$ cat src/hdl/obqt_pkg.sv
// Shared types and character codes for the bracket and quote tracker.
package obqt_pkg;

  localparam int STACK_DEPTH_DEF = 64;
  localparam int DEPTH_OUT_W     = 7;

  typedef enum logic [2:0] {
    K_ROUND   = 3'd0,
    K_SQUARE  = 3'd1,
    K_CURLY   = 3'd2,
    K_COMMENT = 3'd3,
    K_SQUOTE  = 3'd4,
    K_DQUOTE  = 3'd5,
    K_NONE    = 3'd7
  } kind_t;

  typedef struct packed {
    logic  push;
    logic  pop;
    kind_t kind;
  } stack_op_t;

  localparam logic [7:0] CH_HASH    = 8'h23;
  localparam logic [7:0] CH_SLASH   = 8'h2F;
  localparam logic [7:0] CH_STAR    = 8'h2A;
  localparam logic [7:0] CH_BSLASH  = 8'h5C;
  localparam logic [7:0] CH_DQUOTE  = 8'h22;
  localparam logic [7:0] CH_SQUOTE  = 8'h27;
  localparam logic [7:0] CH_LROUND  = 8'h28;
  localparam logic [7:0] CH_RROUND  = 8'h29;
  localparam logic [7:0] CH_LSQUARE = 8'h5B;
  localparam logic [7:0] CH_RSQUARE = 8'h5D;
  localparam logic [7:0] CH_LCURLY  = 8'h7B;
  localparam logic [7:0] CH_RCURLY  = 8'h7D;

endpackage

$ cat src/hdl/obqt_cell.sv
// One stack cell: holds one closer kind, shifts with its neighbors on push or pop.
module obqt_cell (
  input  logic               clk,
  input  obqt_pkg::stack_op_t op,
  input  obqt_pkg::kind_t    from_above,
  input  obqt_pkg::kind_t    from_below,
  output obqt_pkg::kind_t    kind
);
  import obqt_pkg::*;

  kind_t kind_r;

  always_ff @(posedge clk) begin
    if (op.push) begin
      kind_r <= from_above;
    end else if (op.pop) begin
      kind_r <= from_below;
    end
  end

  assign kind = kind_r;

endmodule

$ cat src/hdl/obqt_ctrl.sv
// Byte scanner: mode flags, stack count and push/pop decisions.
module obqt_ctrl #(
  parameter int STACK_DEPTH = obqt_pkg::STACK_DEPTH_DEF
) (
  input  logic                               clk,
  input  logic                               rst_n,
  input  logic                               acc,
  input  logic [7:0]                         text_byte,
  input  logic                               line_end,
  input  obqt_pkg::kind_t                    top_cell_kind,
  output obqt_pkg::stack_op_t                op,
  output logic [obqt_pkg::DEPTH_OUT_W-1:0]   depth,
  output logic                               complete,
  output logic                               overflow
);
  import obqt_pkg::*;

  localparam int CNT_W = $clog2(STACK_DEPTH + 1);
  localparam int EXT_W = (CNT_W > DEPTH_OUT_W) ? CNT_W : DEPTH_OUT_W;

  logic [CNT_W-1:0] cnt_r, cnt_nxt;
  logic             esc_r, esc_nxt;
  logic             slash_r, slash_nxt;
  logic             star_r, star_nxt;
  logic             rol_r, rol_nxt;
  logic             req, push, pop, full;
  kind_t            top, kind;
  logic [EXT_W-1:0] cnt_ext;

  assign full = (cnt_r == CNT_W'(STACK_DEPTH));
  assign top  = (cnt_r == '0) ? K_NONE : top_cell_kind;

  always_comb begin
    esc_nxt   = esc_r;
    slash_nxt = slash_r;
    star_nxt  = star_r;
    rol_nxt   = rol_r;
    req       = 1'b0;
    pop       = 1'b0;
    push      = 1'b0;
    kind      = K_ROUND;
    complete  = 1'b0;
    overflow  = 1'b0;
    if (line_end) begin
      esc_nxt   = 1'b0;
      slash_nxt = 1'b0;
      star_nxt  = 1'b0;
      rol_nxt   = 1'b0;
      complete  = (cnt_r == '0);
    end else if (!rol_r) begin
      if (top == K_SQUOTE || top == K_DQUOTE) begin
        if (esc_r) begin
          esc_nxt = 1'b0;
        end else if (text_byte == CH_BSLASH) begin
          esc_nxt = 1'b1;
        end else if (text_byte == ((top == K_SQUOTE) ? CH_SQUOTE : CH_DQUOTE)) begin
          pop = 1'b1;
        end
      end else if (top == K_COMMENT) begin
        if (star_r && text_byte == CH_SLASH) begin
          star_nxt = 1'b0;
          pop      = 1'b1;
        end else begin
          star_nxt = (text_byte == CH_STAR);
        end
      end else if (slash_r && text_byte == CH_STAR) begin
        slash_nxt = 1'b0;
        star_nxt  = 1'b0;
        req       = 1'b1;
        kind      = K_COMMENT;
      end else begin
        slash_nxt = 1'b0;
        case (text_byte)
          CH_HASH:    rol_nxt = 1'b1;
          CH_SLASH:   slash_nxt = 1'b1;
          CH_LROUND: begin
            req  = 1'b1;
            kind = K_ROUND;
          end
          CH_LSQUARE: begin
            req  = 1'b1;
            kind = K_SQUARE;
          end
          CH_LCURLY: begin
            req  = 1'b1;
            kind = K_CURLY;
          end
          CH_SQUOTE: begin
            esc_nxt = 1'b0;
            req     = 1'b1;
            kind    = K_SQUOTE;
          end
          CH_DQUOTE: begin
            esc_nxt = 1'b0;
            req     = 1'b1;
            kind    = K_DQUOTE;
          end
          CH_RROUND:  pop = (top == K_ROUND);
          CH_RSQUARE: pop = (top == K_SQUARE);
          CH_RCURLY:  pop = (top == K_CURLY);
          default:    ;
        endcase
      end
    end
    if (req) begin
      if (full) begin
        overflow = 1'b1;
      end else begin
        push = 1'b1;
      end
    end
    if (push) begin
      cnt_nxt = cnt_r + CNT_W'(1);
    end else if (pop) begin
      cnt_nxt = cnt_r - CNT_W'(1);
    end else begin
      cnt_nxt = cnt_r;
    end
  end

  always_ff @(posedge clk) begin
    if (!rst_n) begin
      cnt_r   <= '0;
      esc_r   <= 1'b0;
      slash_r <= 1'b0;
      star_r  <= 1'b0;
      rol_r   <= 1'b0;
    end else if (acc) begin
      cnt_r   <= cnt_nxt;
      esc_r   <= esc_nxt;
      slash_r <= slash_nxt;
      star_r  <= star_nxt;
      rol_r   <= rol_nxt;
    end
  end

  assign op.push = acc & push;
  assign op.pop  = acc & pop;
  assign op.kind = kind;

  assign cnt_ext = EXT_W'(cnt_nxt);
  assign depth   = cnt_ext[DEPTH_OUT_W-1:0];

  a_cnt_bound: assert property (@(posedge clk) disable iff (!rst_n)
    cnt_r <= CNT_W'(STACK_DEPTH))
    else $error("stack count beyond depth");

  a_ovf_hold: assert property (@(posedge clk) disable iff (!rst_n)
    acc && overflow |=> cnt_r == $past(cnt_r))
    else $error("dropped push changed the count");

  a_ovf_full: assert property (@(posedge clk) disable iff (!rst_n)
    overflow |-> full && !push)
    else $error("overflow flagged with room left");

  a_one_op: assert property (@(posedge clk) disable iff (!rst_n)
    $onehot0({op.push, op.pop}))
    else $error("push and pop in one cycle");

endmodule

$ cat src/hdl/open_bracket_quote_tracker_unit.sv
// Top level of the bracket, quote and comment balance tracker.
// Takes one item per clock (a source byte or a line-end mark) and returns one
// result item per input item, in the cycle after acceptance, from an output
// register; with the result side not stalling, an item can be accepted in
// every cycle. The stack of expected closers is a chain of STACK_DEPTH cells
// that shift as one on a push or pop, so every stack operation is one shift of
// the whole chain; the decode of the byte against the top cell and the mode
// flags sets the cycle time. Reset leaves the stack empty with no clearing pass.
module open_bracket_quote_tracker_unit #(
  parameter int STACK_DEPTH = obqt_pkg::STACK_DEPTH_DEF
) (
  input  logic                             clk,
  input  logic                             rst_n,
  input  logic                             in_valid,
  output logic                             in_stall,
  input  logic [7:0]                       in_text_byte,
  input  logic                             in_line_end,
  output logic                             out_valid,
  input  logic                             out_stall,
  output logic [obqt_pkg::DEPTH_OUT_W-1:0] out_open_depth,
  output logic                             out_expression_complete,
  output logic                             out_stack_overflow
);
  import obqt_pkg::*;

  logic                   in_acc;
  stack_op_t              op;
  kind_t                  chain [STACK_DEPTH];
  logic [DEPTH_OUT_W-1:0] depth;
  logic                   complete, overflow;

  logic                   out_valid_r;
  logic [DEPTH_OUT_W-1:0] depth_r;
  logic                   complete_r, overflow_r;

  assign in_stall = out_valid_r & out_stall;
  assign in_acc   = in_valid & ~in_stall;

  obqt_ctrl #(.STACK_DEPTH(STACK_DEPTH)) u_ctrl (
    .clk           (clk),
    .rst_n         (rst_n),
    .acc           (in_acc),
    .text_byte     (in_text_byte),
    .line_end      (in_line_end),
    .top_cell_kind (chain[0]),
    .op            (op),
    .depth         (depth),
    .complete      (complete),
    .overflow      (overflow)
  );

  for (genvar i = 0; i < STACK_DEPTH; i++) begin : g_cell
    kind_t above, below;
    if (i == 0) begin : g_first
      assign above = op.kind;
    end else begin : g_mid_a
      assign above = chain[i-1];
    end
    if (i == STACK_DEPTH - 1) begin : g_last
      assign below = chain[i];
    end else begin : g_mid_b
      assign below = chain[i+1];
    end
    obqt_cell u_cell (
      .clk        (clk),
      .op         (op),
      .from_above (above),
      .from_below (below),
      .kind       (chain[i])
    );
  end

  always_ff @(posedge clk) begin
    if (!rst_n) begin
      out_valid_r <= 1'b0;
    end else if (in_acc) begin
      out_valid_r <= 1'b1;
    end else if (!out_stall) begin
      out_valid_r <= 1'b0;
    end
  end

  always_ff @(posedge clk) begin
    if (in_acc) begin
      depth_r    <= depth;
      complete_r <= complete;
      overflow_r <= overflow;
    end
  end

  assign out_valid               = out_valid_r;
  assign out_open_depth          = depth_r;
  assign out_expression_complete = complete_r;
  assign out_stack_overflow      = overflow_r;

  a_cmpl_empty: assert property (@(posedge clk) disable iff (!rst_n)
    out_valid_r && complete_r |-> depth_r == '0)
    else $error("complete reported with open constructs");

  a_cmpl_ovf: assert property (@(posedge clk) disable iff (!rst_n)
    out_valid_r |-> !(complete_r && overflow_r))
    else $error("complete and overflow in one item");

  a_shift_acc: assert property (@(posedge clk) disable iff (!rst_n)
    (op.push || op.pop) |-> in_acc)
    else $error("stack shifted without an accepted item");

endmodule

$ cat config.mk
export PLATFORM = sky130hd
export DESIGN_NAME = open_bracket_quote_tracker_unit
export DESIGN_NICKNAME = d
export VERILOG_FILES = /design/src/hdl/obqt_pkg.sv /design/src/hdl/obqt_cell.sv /design/src/hdl/obqt_ctrl.sv /design/src/hdl/open_bracket_quote_tracker_unit.sv
export SDC_FILE = /design/constraint.sdc
export NUM_CORES = 1
export LEC_CHECK = 0
export ABC_CLOCK_PERIOD_IN_PS = 17600
export BUFFER_PORTS_ARGS = -buffer_cell sky130_fd_sc_hd__buf_2
export CORE_UTILIZATION = 55
export CTS_CLUSTER_DIAMETER = 120
export CTS_CLUSTER_SIZE = 30
export DETAILED_ROUTE_END_ITERATION = 6
export PLACE_DENSITY = 0.67
export SETUP_SLACK_MARGIN = 0.1
export SLEW_MARGIN = 20
export SYNTH_ARGS = -nofsm -noshare
export SYNTH_HDL_FRONTEND = slang
export SYNTH_HIERARCHICAL = 1
export SYNTH_SLANG_ARGS = --single-unit
$ cat constraint.sdc
create_clock -name clk -period 17.6 [get_ports clk]
set_input_delay 2.64 -clock clk [delete_from_list [all_inputs] [get_ports clk]]
set_output_delay 2.64 -clock clk [all_outputs]
set_load 0.01 [all_outputs]
==> metrics.yaml <==
critical_path:
  slowest_delay_ns: 0.58
  cp-start-kind: "primary input"
  crit_path_start: "in_text_byte[6]"
  required_ns: 17.81
  criticalPathCategory: "primary input to flop"
  crit_path_end_kind: "flop"
  cp-endpoint: "g_cell[50].u_cell/kind[1]"
  cp_max_fo: 140
  ff2ff_setup_slack_ns: 13.39
  reg2reg_depth: 10
  rr_startpoint: "u_ctrl/cnt_r[0]"
  crit_arrival_ns: 6.00
  reg2reg_to: "g_cell[50].u_cell/kind[1]"
  slowest_stage: "or4b_4"
  cp_cell_sequence: "buf_2 -> or4b_4 -> nor4_4 -> o2111ai_4 -> or2_1 -> nor2_4 -> buf_12 -> buf_16 -> mux2_2"
sta:
  finalMaxSlewViolations: 0
  tns_ns: 0
  setup_viol: 0
  finalHoldViolCount: 0
  timing.fmax_mhz: 172.7
  period_needed_ns: 5.792
  rsz0062_at_grt: "no"
  slew_headroom_pct: 39.17
  clock_skew_ns: 0.04340
  tightest_slew_ns: 0.9115
  timing.final.crit_share_pct: 32.91
logic_synthesis:
  synth.distinct_cells: 58
  synth_edf_count: 201
  yosysMostFrequentCell: "edfxtp_1"
  synth_area_leader_cell: "edfxtp_1"
  ys_seq_area_share_pct: 63.13
  synth-seq-cells: 213
  synth_warnings: 6
  yosysTopAreaCellShare_pct: 60.71
  syn_area_sq_um: 9942
  ys.flop_type: "edfxtp_1"
  synth_area_leaders: "edfxtp_1 61%, mux2_2 22%, or2_2 4.0%"
  yosys-top-cells-count: "201 x edfxtp_1, 192 x mux2_2, 64 x or2_2"
  async_flop_share_pct: 0
  syn_avg_cell_area_sq_um: 15.58
  syn-num-nets: 653
  synth_cells: 638
clock_tree:
  clockRootBuffer: "clkbuf_16"
  cts_buffer_depth: 3
  htree_levels: 1
  cts_setup_buffers: 0
  path_clk_slew_ns: 0.11
  cts.sinks: 213
  cts-buffers-inserted: 11
  postCtsResizedCells: 0
  worstSkewPairLatency_ns: 0.46
  holdBufCountCts: 0
  cts_tree: "yes"
placed_design:
  dp_hpwl_microns: 10730
  place_congestion: 0.8930
  dp_cells: 878
  port_buffers: 23
routing:
  drc: 0
  viasPerCell: 5.760
  wl_microns: 16040
  wire_per_inst_microns: 17.94
  drtAntennaViolNets: 0
  num_vias: 5149
  drt_first_pass_iters: 4
  drtIter0Drc: 333
floorplan:
  dieWidth_microns: 136.5
  die_h_microns: 136.5
  dieArea_sq_um: 18620
  fp.coreArea_sq_um: 17480
  io_pins: 24
  rows: 48
  start_util_pct: 56.89
layout:
  final_nets: 682
  drive_gt1_share_pct: 46.49
  syn_to_final_growth_pct: 7.513
  n_antenna_cell: 0
  final_cells: 894
global_routing:
  globalRouteOverflowTotal: 0
  grt_start_max_net_pins: 257
  grt.total_usage_pct: 17.88
  grt_pass1_wl_microns: 26380
  grt_pass1_vias: 5124
  antenna_found_initial: 0
power:
  intPower_mw: 0.6846
  cellLeakagePower_nw: 2.736
  comb_power_share_pct: 4.1
  seq_power_share_pct: 64.3
  p_switching_mw: 0.1740
  switching_share_pct: 20.27
  power_density_nw_per_um2: 80.33
  power_mw: 0.8586
  worst_ir_drop_vdd_mv: 0.06319
  clkPwrFrac_pct: 31.6
outcome:
  status: "finished, final reports clean"
worst_hold_path:
  hold_class: "flop to flop"
flow_run:
  maxCapViolCount: 0
cell type report:
type / count / area (sq um)
Fill cell: 1361 / 6788
Sequential cell: 213 / 6276
Multi-Input combinational cell: 404 / 3600
Clock buffer: 14 / 286.5
Tap cell: 225 / 281.5
Timing Repair Buffer: 27 / 177.7
Inverter: 10 / 37.54
Clock inverter: 1 / 30.03
critical path: cells and delay by family:
family	cells	cell delay [ns]
AND/OR/NAND/NOR	4	1.51
buffers and inverters	3	0.99
multiplexers	1	0.41
AO/OA/AOI/OAI	1	0.23
power groups by stage:
stage	Clock, mW	Combinational [mW]	Sequential, mW
2_1_floorplan	0	0.0303	0.564
3_3_place_gp	0	0.0341	0.564
3_5_place_dp	0	0.0351	0.564
4_1_cts	0.281	0.0352	0.552
5_1_grt	0.297	0.0384	0.553
6_report	0.271	0.0352	0.552
how the worst min path moves through the flow:
stage                   start  slack [ns]        endpoint  cells past startpoint
2_1_floorplan  u_ctrl/slash_r        0.45  u_ctrl/slash_r                      2
3_3_place_gp   u_ctrl/slash_r        0.48  u_ctrl/slash_r                      2
3_5_place_dp   u_ctrl/slash_r        0.50  u_ctrl/slash_r                      2
4_1_cts        u_ctrl/slash_r        0.52  u_ctrl/slash_r                      2
5_1_grt        u_ctrl/slash_r        0.57  u_ctrl/slash_r                      2
6_report        u_ctrl/star_r        0.52   u_ctrl/star_r                      2
flip-flops by register name, summed over array words and instances, names as in the netlist:
name / flops
g_cell.u_cell/kind: 192
out_open_depth: 7
u_ctrl/cnt_r: 7
out_expression_complete: 1
out_stack_overflow: 1
out_valid: 1
u_ctrl/esc_r: 1
u_ctrl/rol_r: 1
u_ctrl/slash_r: 1
u_ctrl/star_r: 1
layer usage:
metal | vias up | routed length, microns | track usage (%)
li1 | 2535 | - | -
met5 | - | 0 | 0
met2 | 67 | 7474 | 28.88
met4 | 0 | 218 | 4.136
met1 | 2533 | 7898 | 25.97
met3 | 14 | 444 | 2.013
placed cells by master, fill, tap and decap left out, types with 3 or more instances in the layout:
master	count
a211oi_1	3
a21oi_1	5
a31oi_1	4
buf_2	23
clkbuf_1	3
clkbuf_16	11
dfxtp_1	12
edfxtp_1	201
inv_1	10
mux2_2	192
mux2i_1	7
nand2_1	19
nand2b_1	5
nand3_1	11
nor2_1	14
nor2b_1	5
nor3_1	7
nor4_1	4
o21ai_0	5
or2_2	64
or3_1	4
xnor2_1	5
cell families after synthesis:
family	Yosys count	synth area share, %
buf+inv	21	0.8180
simple gates	156	9.338
xor+xnor	6	0.5286
flops	213	63.13
mux	199	22.45
compound gates	41	3.486
fa+ha+maj	2	0.2517
metrics by stage:
stage                     area (sq um)  hold WS [ns]  setup WS, ns  util, %
after global placement           10340        0.4795         11.61    59.19
after floorplan                   9942        0.4538         3.024        -
after global routing             10690        0.5661         11.71    61.16
after CTS                        10660        0.5213         11.94    61.00
final                            10690        0.5162         11.81    61.16
after detailed placement         10340        0.5001         11.50    59.19
Power figures use the tool's default switching activity.
